File: src/rtl/osa_pkg.sv
// ----------------------------------------------------------------------------
// osa_pkg
// shared types and constants of the owned slot allocator
// ----------------------------------------------------------------------------
`default_nettype none

package osa_pkg;

  // default sizing of the slot table
  localparam int unsigned OSA_ENTRIES         = 8;
  localparam int unsigned OSA_MAX_STACK_BYTES = 1024;
  localparam int unsigned OSA_ALIGN_BYTES     = 8;
  localparam int unsigned OSA_GUARD_BYTES     = 8;

  // configuration port
  localparam int unsigned OSA_ADDR_W = 3;
  localparam int unsigned OSA_DATA_W = 32;
  localparam logic        REG_POOL_BASE = 1'b0;  // word index of pool base register

  // request kinds
  localparam logic KIND_ALLOC  = 1'b0;
  localparam logic KIND_LOOKUP = 1'b1;

  // result status codes
  typedef enum logic [2:0] {
    ST_OK   = 3'd0,
    ST_BAD  = 3'd1,
    ST_DUP  = 3'd2,
    ST_FULL = 3'd3,
    ST_MISS = 3'd4
  } osa_status_e;

  typedef struct packed {
    logic        kind;
    logic [15:0] stack_size;
    logic [31:0] owner_tag;
    logic [7:0]  slot_handle;
  } osa_req_t;

  typedef struct packed {
    logic [2:0]  status;
    logic [3:0]  handle_out;
    logic [31:0] limit_address;
    logic [31:0] top_address;
    logic [31:0] pointer_address;
    logic [10:0] size_out;
  } osa_rsp_t;

endpackage

`default_nettype wire

File: src/rtl/owned_slot_allocator_unit.sv
// ----------------------------------------------------------------------------
// owned_slot_allocator_unit
// fixed table of stack slots tagged with an owner: allocate and look up
// ----------------------------------------------------------------------------
// allocate: alignment check (size times reciprocal, quotient times alignment,
//   compare), then the one-entry-per-cycle owner scan of the slot ram; a bad
//   size or owner, an owner already held or a full table ends in a failure
// lookup: one ram read, then multiply and two adds, a miss ends in a failure
// throughput: one request at a time, busy until the result is out, no stall
// reset: all slots free and pool base zero at once; no clearing pass
`default_nettype none

module owned_slot_allocator_unit
  import osa_pkg::*;
#(
  parameter int unsigned ENTRIES         = OSA_ENTRIES,
  parameter int unsigned MAX_STACK_BYTES = OSA_MAX_STACK_BYTES,
  parameter int unsigned ALIGN_BYTES     = OSA_ALIGN_BYTES,
  parameter int unsigned GUARD_BYTES     = OSA_GUARD_BYTES
) (
  input  wire logic                  clk_i,
  input  wire logic                  rst_ni,
  // request channel
  input  wire logic                  start,
  output logic                       busy,
  input  wire osa_req_t              req_i,
  // result channel
  output logic                       done_o,
  output osa_rsp_t                   rsp_o,
  // configuration port
  input  wire logic                  psel,
  input  wire logic                  penable,
  input  wire logic                  pwrite,
  input  wire logic [OSA_ADDR_W-1:0] paddr,
  input  wire logic [OSA_DATA_W-1:0] pwdata,
  output logic      [OSA_DATA_W-1:0] prdata,
  output logic                       pready
);

  // table indexing
  localparam int unsigned IDX_W = (ENTRIES > 1) ? $clog2(ENTRIES) : 1;
  localparam int unsigned CNT_W = $clog2(ENTRIES + 1);
  localparam int unsigned STRIDE = MAX_STACK_BYTES + GUARD_BYTES;
  // alignment check by reciprocal: q = (size * ALN_MUL) >> ALN_SH is exact for
  // every 16-bit size, then q * ALIGN_BYTES equals size only when aligned
  localparam int unsigned ALN_SH = 16 + $clog2(ALIGN_BYTES);
  localparam longint unsigned ALN_MUL =
    ((64'd1 << ALN_SH) + ALIGN_BYTES - 1) / ALIGN_BYTES;
  localparam int unsigned RAM_W = 32 + 16;

  // sequencer
  typedef enum logic [9:0] {
    S_IDLE = 10'b00_0000_0001,
    S_ALQ  = 10'b00_0000_0010,  // size times reciprocal
    S_ALR  = 10'b00_0000_0100,  // quotient times alignment
    S_ALC  = 10'b00_0000_1000,  // alignment compare
    S_SCAN = 10'b00_0001_0000,  // owner scan and free slot search
    S_LKUP = 10'b00_0010_0000,  // lookup compare
    S_MUL  = 10'b00_0100_0000,  // index times stride
    S_ADDL = 10'b00_1000_0000,  // limit = base + offset
    S_ADDT = 10'b01_0000_0000,  // top = limit + size, emit
    S_FAIL = 10'b10_0000_0000   // emit failure
  } state_e;

  state_e           state_q, state_d;
  osa_req_t         req_q, req_d;
  logic [CNT_W-1:0] cnt_q, cnt_d;
  logic             cmp_vld_q, cmp_vld_d;
  logic [IDX_W-1:0] cmp_idx_q, cmp_idx_d;
  logic             have_free_q, have_free_d;
  logic [IDX_W-1:0] free_idx_q, free_idx_d;
  logic [IDX_W-1:0] idx_q, idx_d;
  logic [15:0]      size_q, size_d;
  logic [47:0]      prod_q, prod_d;
  logic [31:0]      limit_q, limit_d;
  osa_status_e      st_q, st_d;
  logic             done_q, done_d;
  osa_rsp_t         rsp_q, rsp_d;
  logic [ENTRIES-1:0] in_use_q, in_use_d;
  logic [31:0]      base_q;

  // shared arithmetic
  logic [15:0]      mul_a;
  logic [31:0]      mul_b;
  logic [31:0]      add_a, add_b, add_sum;
  logic [15:0]      quo;

  // slot ram: owner tag and size per slot
  logic             ram_we;
  logic [IDX_W-1:0] ram_waddr, ram_raddr;
  logic [RAM_W-1:0] ram_wdata, ram_rdata;
  logic [31:0]      rd_owner;
  logic [15:0]      rd_size;

  logic             accept;
  logic [7:0]       handle_m1;
  logic             used;
  logic             hf;
  logic [IDX_W-1:0] fi;
  logic [3:0]       handle_enc;
  logic             cfg_wr;

  assign accept    = start && !busy;
  assign handle_m1 = req_i.slot_handle - 8'd1;
  assign rd_owner  = ram_rdata[RAM_W-1:16];
  assign rd_size   = ram_rdata[15:0];
  assign quo       = prod_q[ALN_SH +: 16];
  assign handle_enc = 4'({1'b0, idx_q} + (IDX_W + 1)'(1));

  osa_ram #(
    .WIDTH (RAM_W),
    .DEPTH (ENTRIES)
  ) u_slot_ram (
    .clk_i   (clk_i),
    .we_i    (ram_we),
    .waddr_i (ram_waddr),
    .wdata_i (ram_wdata),
    .raddr_i (ram_raddr),
    .rdata_o (ram_rdata)
  );

  // one multiplier, operands chosen by state
  always_comb begin
    unique case (1'b1)
      state_q[4'd2]: begin  // S_ALR
        mul_a = quo;
        mul_b = 32'(ALIGN_BYTES);
      end
      state_q[4'd6]: begin  // S_MUL
        mul_a = 16'(idx_q);
        mul_b = 32'(STRIDE);
      end
      default: begin
        mul_a = req_q.stack_size;
        mul_b = 32'(ALN_MUL);
      end
    endcase
  end

  assign prod_d = {32'd0, mul_a} * {16'd0, mul_b};

  // one adder: base + offset, then limit + size
  assign add_a   = (state_q == S_ADDT) ? limit_q : base_q;
  assign add_b   = (state_q == S_ADDT) ? {16'd0, size_q} : prod_q[31:0];
  assign add_sum = add_a + add_b;

  // ram read address: handle at accept, scan counter otherwise
  assign ram_raddr = (state_q == S_IDLE) ? handle_m1[IDX_W-1:0] : cnt_q[IDX_W-1:0];
  assign ram_wdata = {req_q.owner_tag, req_q.stack_size};
  assign ram_waddr = fi;

  // scan bookkeeping for the entry whose data is on the ram output
  assign used = in_use_q[cmp_idx_q];
  assign hf   = have_free_q || !used;
  assign fi   = have_free_q ? free_idx_q : cmp_idx_q;

  always_comb begin
    state_d     = state_q;
    req_d       = req_q;
    cnt_d       = cnt_q;
    cmp_vld_d   = cmp_vld_q;
    cmp_idx_d   = cmp_idx_q;
    have_free_d = have_free_q;
    free_idx_d  = free_idx_q;
    idx_d       = idx_q;
    size_d      = size_q;
    limit_d     = limit_q;
    st_d        = st_q;
    done_d      = 1'b0;
    rsp_d       = rsp_q;
    in_use_d    = in_use_q;
    ram_we      = 1'b0;

    unique case (state_q)
      S_IDLE: begin
        if (accept) begin
          req_d = req_i;
          idx_d = handle_m1[IDX_W-1:0];
          if (req_i.kind == KIND_ALLOC) begin
            if (req_i.owner_tag == 32'd0 || req_i.stack_size == 16'd0 ||
                req_i.stack_size > 16'(MAX_STACK_BYTES)) begin
              st_d    = ST_BAD;
              state_d = S_FAIL;
            end else begin
              state_d = S_ALQ;
            end
          end else begin
            if (req_i.slot_handle == 8'd0 || req_i.slot_handle > 8'(ENTRIES) ||
                req_i.owner_tag == 32'd0) begin
              st_d    = ST_MISS;
              state_d = S_FAIL;
            end else begin
              state_d = S_LKUP;
            end
          end
        end
      end
      S_ALQ: begin
        state_d = S_ALR;
      end
      S_ALR: begin
        state_d = S_ALC;
      end
      S_ALC: begin
        if (prod_q[15:0] != req_q.stack_size) begin
          st_d    = ST_BAD;
          state_d = S_FAIL;
        end else begin
          cnt_d       = '0;
          cmp_vld_d   = 1'b0;
          have_free_d = 1'b0;
          state_d     = S_SCAN;
        end
      end
      S_SCAN: begin
        // issue the next read while comparing the previous one
        cmp_vld_d = cnt_q < CNT_W'(ENTRIES);
        cmp_idx_d = cnt_q[IDX_W-1:0];
        if (cnt_q < CNT_W'(ENTRIES)) begin
          cnt_d = cnt_q + CNT_W'(1);
        end
        if (cmp_vld_q) begin
          if (used && rd_owner == req_q.owner_tag) begin
            st_d    = ST_DUP;
            state_d = S_FAIL;
          end else begin
            have_free_d = hf;
            free_idx_d  = fi;
            if (cmp_idx_q == IDX_W'(ENTRIES - 1)) begin
              if (!hf) begin
                st_d    = ST_FULL;
                state_d = S_FAIL;
              end else begin
                ram_we       = 1'b1;
                in_use_d[fi] = 1'b1;
                idx_d        = fi;
                size_d       = req_q.stack_size;
                state_d      = S_MUL;
              end
            end
          end
        end
      end
      S_LKUP: begin
        if (in_use_q[idx_q] && rd_owner == req_q.owner_tag) begin
          size_d  = rd_size;
          state_d = S_MUL;
        end else begin
          st_d    = ST_MISS;
          state_d = S_FAIL;
        end
      end
      S_MUL: begin
        state_d = S_ADDL;
      end
      S_ADDL: begin
        limit_d = add_sum;
        state_d = S_ADDT;
      end
      S_ADDT: begin
        rsp_d.status          = ST_OK;
        rsp_d.handle_out      = handle_enc;
        rsp_d.limit_address   = limit_q;
        rsp_d.top_address     = add_sum;
        rsp_d.pointer_address = add_sum;
        rsp_d.size_out        = size_q[10:0];
        done_d  = 1'b1;
        state_d = S_IDLE;
      end
      S_FAIL: begin
        rsp_d        = '0;
        rsp_d.status = st_q;
        done_d       = 1'b1;
        state_d      = S_IDLE;
      end
      default: begin
        state_d = S_IDLE;
      end
    endcase
  end

  // control state
  always_ff @(posedge clk_i or negedge rst_ni) begin
    if (!rst_ni) begin
      state_q  <= S_IDLE;
      in_use_q <= '0;
      done_q   <= 1'b0;
      base_q   <= '0;
    end else begin
      state_q  <= state_d;
      in_use_q <= in_use_d;
      done_q   <= done_d;
      if (cfg_wr) begin
        base_q <= pwdata;
      end
    end
  end

  // datapath
  always_ff @(posedge clk_i) begin
    req_q       <= req_d;
    cnt_q       <= cnt_d;
    cmp_vld_q   <= cmp_vld_d;
    cmp_idx_q   <= cmp_idx_d;
    have_free_q <= have_free_d;
    free_idx_q  <= free_idx_d;
    idx_q       <= idx_d;
    size_q      <= size_d;
    limit_q     <= limit_d;
    st_q        <= st_d;
    rsp_q       <= rsp_d;
    if (state_q == S_ALQ || state_q == S_ALR || state_q == S_MUL) begin
      prod_q <= prod_d;
    end
  end

  // configuration port: the pool base register only
  assign pready = 1'b1;
  assign cfg_wr = psel && penable && pwrite && pready && (paddr[2] == REG_POOL_BASE);
  assign prdata = (paddr[2] == REG_POOL_BASE) ? base_q : '0;

  assign busy   = (state_q != S_IDLE);
  assign done_o = done_q;
  assign rsp_o  = rsp_q;

`ifndef SYNTH
  // a failed request carries nothing but its status
  a_fail_zero : assert property (@(posedge clk_i) disable iff (!rst_ni)
    (done_o && rsp_o.status != ST_OK) |->
      (rsp_o.handle_out == 4'd0 && rsp_o.limit_address == 32'd0 &&
       rsp_o.size_out == 11'd0))
    else $error("failed result carries nonzero fields");

  // a granted slot never has handle zero
  a_ok_handle : assert property (@(posedge clk_i) disable iff (!rst_ni)
    (done_o && rsp_o.status == ST_OK) |-> rsp_o.handle_out != 4'd0)
    else $error("ok result with handle zero");

  // an accepted request keeps the unit busy
  a_accept_busy : assert property (@(posedge clk_i) disable iff (!rst_ni)
    (start && !busy) |=> busy)
    else $error("not busy after accept");

  // slots are never freed
  a_in_use_sticky : assert property (@(posedge clk_i) disable iff (!rst_ni)
    ((in_use_q & ~$past(in_use_q)) == in_use_q) || ($past(in_use_q) == '0) ||
    ((in_use_q & $past(in_use_q)) == $past(in_use_q)))
    else $error("slot released");

  // a result is shown for one cycle only
  a_done_pulse : assert property (@(posedge clk_i) disable iff (!rst_ni)
    done_o |=> !done_o)
    else $error("result strobe held");
`endif

endmodule

`default_nettype wire

File: src/rtl/osa_ram.sv
// ----------------------------------------------------------------------------
// osa_ram
// generic single write port ram with registered read
// ----------------------------------------------------------------------------
`default_nettype none

module osa_ram #(
  parameter int unsigned WIDTH = 32,
  parameter int unsigned DEPTH = 8,
  localparam int unsigned AW = (DEPTH > 1) ? $clog2(DEPTH) : 1
) (
  input  wire logic             clk_i,
  input  wire logic             we_i,
  input  wire logic [AW-1:0]    waddr_i,
  input  wire logic [WIDTH-1:0] wdata_i,
  input  wire logic [AW-1:0]    raddr_i,
  output logic      [WIDTH-1:0] rdata_o
);

  logic [WIDTH-1:0] mem_q [DEPTH];
  logic [WIDTH-1:0] rdata_q;

  always_ff @(posedge clk_i) begin
    if (we_i) begin
      mem_q[waddr_i] <= wdata_i;
    end
    rdata_q <= mem_q[raddr_i];
  end

  assign rdata_o = rdata_q;

endmodule

`default_nettype wire

File: config.mk
export PLATFORM = sky130hd
export DESIGN_NAME = owned_slot_allocator_unit
export DESIGN_NICKNAME = d
export VERILOG_FILES = /design/src/rtl/osa_pkg.sv /design/src/rtl/owned_slot_allocator_unit.sv /design/src/rtl/osa_ram.sv
export SDC_FILE = /design/constraint.sdc
export NUM_CORES = 1
export LEC_CHECK = 0
export ABC_AREA = 1
export BUFFER_PORTS_ARGS = -buffer_cell sky130_fd_sc_hd__buf_4
export CORE_ASPECT_RATIO = 1.2
export CORE_UTILIZATION = 50
export CTS_CLUSTER_SIZE = 12
export DETAILED_ROUTE_END_ITERATION = 12
export HOLD_SLACK_MARGIN = 0.05
export PLACE_DENSITY = 0.68
export SLEW_MARGIN = 30
export SYNTH_ARGS = -nofsm -noshare
export SYNTH_HDL_FRONTEND = slang
export SYNTH_SLANG_ARGS = --single-unit
File: constraint.sdc
create_clock -name clk_i -period 6.05 [get_ports clk_i]
set_clock_uncertainty 0.05 [all_clocks]
set_input_delay 0.3025 -clock clk_i [delete_from_list [all_inputs] [get_ports clk_i]]
set_output_delay 0.3025 -clock clk_i [all_outputs]
set_load 0.01 [all_outputs]
==> flow_metrics.env <==
export IMPL_clock_sinks=709
export IMPL_synth_most_common_cell="nand2_1"
export IMPL_power_static_leakage_nw=17.46
export IMPL_synth_largest_area_cell="edfxtp_1"
export IMPL_nets=3959
export IMPL_rsz0062_at_grt="no"
export IMPL_hold_class="in -> reg"
export IMPL_synth_top_area_share_pct=55.43
export IMPL_fin_util_pct=59.38
export IMPL_async_reset_ff_share_pct=7.193
export IMPL_drtAntennaViolNets=0
export IMPL_grt_overflow_total=0
export IMPL_first_pass_iters=7
export IMPL_required_ns=6.36
export IMPL_dp_hpwl_um=51230
export IMPL_dp_cells=4430
export IMPL_endpoint_kind="flop"
export IMPL_post_cts_buffers=0
export IMPL_die_area_mm2=0.06712
export IMPL_routed_wl_um=80400
export IMPL_globalplace_congestion=0.9042
export IMPL_clock_latency_ns=0.63
export IMPL_die_h_um=283.6
export IMPL_worst_slack_ns=1.222
export IMPL_setup_tns_final_ns=0
export IMPL_drv_slew=0
export IMPL_syn_area_mm2=0.03304
export IMPL_ioPinCount=247
export IMPL_ys_types=43
export IMPL_coreArea_mm2=0.06496
export IMPL_vias=23535
export IMPL_post_place_ws_ns=1.279
export IMPL_clk_pin_slew_ns=0.06
export IMPL_yosys_warnings=0
export IMPL_die_x_um=236.7
export IMPL_drcViolationCount=0
export IMPL_ys_seq_elements=709
export IMPL_yosysSeqAreaShare_pct=62.21
export IMPL_cts_tree="done"
export IMPL_portBuffers=243
export IMPL_vias_per_cell=5.066
export IMPL_antenna_found_initial=0
export IMPL_crit_fanout=49
export IMPL_rows=102
export IMPL_grtUsageMet3_pct=2.860
export IMPL_cts_root_buf="clkbuf_16"
export IMPL_ctsLongestPathBuffers=3
export IMPL_drv_cap=0
export IMPL_final_cells=4646
export IMPL_grt_max_degree=115
export IMPL_avgSynthCellArea_um2=9.534
export IMPL_start_util_pct=50.87
export IMPL_stdcell_area_mm2=0.03858
export IMPL_rr_worst_depth=18
export IMPL_period_share_pct=79.81
export IMPL_drive_gt1_share_pct=10.28
export IMPL_arrival_ns=5.14
export IMPL_cts_buffers=73
export IMPL_top_usage_layer="met2"
export IMPL_min_path_cells=5
export IMPL_crit_type="reg -> reg"
export IMPL_final_hold_viol_count=0
export IMPL_htreeDepth=3
export IMPL_startpoint_type="flop"
export IMPL_total_power_mw=14.85
export IMPL_synth_ff_type="edfxtp_1"
export IMPL_ir_drop_mv=0.2908
export IMPL_finalSetupViolCount=0
export IMPL_syn_inst=3466
export IMPL_hold_slack_ns=0.08288
export IMPL_track_usage_pct=24.08
export IMPL_place_area_mm2=0.03549
export IMPL_synth_common_cells="1290 x nand2_1, 610 x edfxtp_1, 407 x inv_1"
export IMPL_grt_pass1_vias=22948
export IMPL_diodes=0
export IMPL_min_period_ns=4.829
export IMPL_synth_area_top_cells="edfxtp_1 55%, nand2_1 15%, inv_1 4.6%"
export IMPL_grtUsageMet1_pct=29.27
export IMPL_use_met2_pct=43.67
export IMPL_worst_slew_pin_slew_ns=0.9380
export IMPL_slew_headroom_pct=37.47
export IMPL_fmax_mhz=207.1
export IMPL_area_growth_pct=16.74
export IMPL_avgRoutedWirePerCell_um=17.30
export IMPL_power_density_mw_per_mm2=385.0
export IMPL_synth_edff_count=610
export IMPL_grt_pass1_wl_um=124600
export IMPL_dr_first_iter_drc_count=1399
export IMPL_status="completed"
export IMPL_cts_resized=0
-- power by group --
part           total (mW)  internal (mW)  switching (mW)
registers            6.39           6.04           0.347
clock network        4.25           2.38            1.87
logic                4.21           1.38            2.83
total                14.9           9.81            5.04
-- layout make-up --
cell class	instances	area, um^2
inverter	412	1549
tap	832	1041
timing repair buffer	357	2903
multi-input combinational	2204	10290
sequential	709	20560
clock inverter	18	202.7
fill	5413	26380
clock buffer	114	2032
-- layout by cell type (no fill, tap or decap), types with 2 or more instances in the layout --
| cell | synthesis | layout |
|---|---|---|
| clkinvlp_4 | 0 | 3 |
| o21bai_1 | 3 | 3 |
| clkbuf_16 | 0 | 74 |
| nand4_1 | 17 | 17 |
| o21a_1 | 7 | 7 |
| nor3_2 | 0 | 8 |
| nor2_1 | 328 | 326 |
| dfxtp_1 | 48 | 48 |
| or2_2 | 4 | 4 |
| nor2_2 | 2 | 3 |
| inv_1 | 407 | 406 |
| o21ai_4 | 0 | 2 |
| nand3_1 | 101 | 100 |
| inv_16 | 0 | 3 |
| clkinv_1 | 2 | 7 |
| o21ai_0 | 112 | 112 |
| clkbuf_1 | 48 | 37 |
| conb_1 | 2 | 5 |
| xnor2_1 | 38 | 38 |
| fa_1 | 4 | 4 |
| a21oi_1 | 102 | 101 |
| clkinv_2 | 0 | 4 |
| and3_1 | 2 | 2 |
| o211ai_1 | 2 | 2 |
| and2_1 | 6 | 6 |
| edfxtp_1 | 610 | 610 |
| nand3b_1 | 8 | 8 |
| inv_2 | 3 | 2 |
| dlygate4sd3_1 | 0 | 84 |
| nand2_1 | 1290 | 1289 |
| buf_4 | 45 | 272 |
| clkbuf_8 | 0 | 3 |
| ha_1 | 100 | 100 |
| nor4_1 | 5 | 4 |
| o22ai_1 | 4 | 4 |
| nor3_1 | 29 | 21 |
| xor2_1 | 24 | 24 |
| dfrtp_1 | 50 | 50 |
-- sequential cells by signal, indices dropped and copies added (netlist names), 3 cells and up --
register and cells:
idx_q 3, u_slot_ram.mem_q 384, in_use_q 8, cmp_idx_q 3, size_q 16, u_slot_ram.rdata_o 48
prod_q 30, limit_q 32, st_q 3, cnt_q 4, ram_wdata 48, rsp_o 82
free_idx_q 3, state_q 10, base_q 32
-- timing repair --
action | CTS | global route
hold endpoints to repair | 133 | 0
hold buffers | 84 | 0
endpoints found under the setup margin | 0 | 0
-- kinds of logic (layout without fill, tap and decap cells) --
group	after synthesis	after routing	synth area share (%)
other cells	2	5	0.02273
simple gates	1795	1795	21.30
compound gates	238	238	3.779
buf+inv	556	901	7.016
xor+xnor	62	62	1.643
flops	709	709	62.21
fa+ha+maj	104	104	4.029
-- metal layers --
layer | vias to the layer above | part of all wire (%) | routed length, um
met5 | - | 0 | 0
met4 | 0 | 3.0 | 2379
met1 | 11035 | 41 | 33220
met2 | 659 | 51 | 41160
li1 | 11703 | - | -
met3 | 138 | 4.5 | 3639
-- worst max-delay path: stages (launching register included) --
cell	delay, ns
dfrtp_1	0.58
nor2_1	0.23
inv_1	0.07
nor2_1	0.17
inv_1	0.17
nor2_1	0.24
nand3_4	0.45
buf_4	0.41
clkinv_1	0.31
nor2_1	0.09
ha_1	0.37
nand2_1	0.12
inv_1	0.07
nand2_1	0.11
nor3_1	0.50
nand4_1	0.16
nand3_1	0.18
xor2_1	0.10
and2_1	0.14
-- worst paths after layout --
check	startpoint	slack (ns)	to
max	state_q[2]	1.22	rsp_o[60]
min in group asynchronous	rst_ni	0.25	base_q[29]
max reg2reg	state_q[2]	1.22	rsp_o[60]
min reg2reg	in_use_q[0]	0.44	in_use_q[0]
min	req_i[3]	0.08	state_q[5]
max in group asynchronous	rst_ni	5.17	base_q[0]
Note: power is estimated with default switching activity, not from simulation.
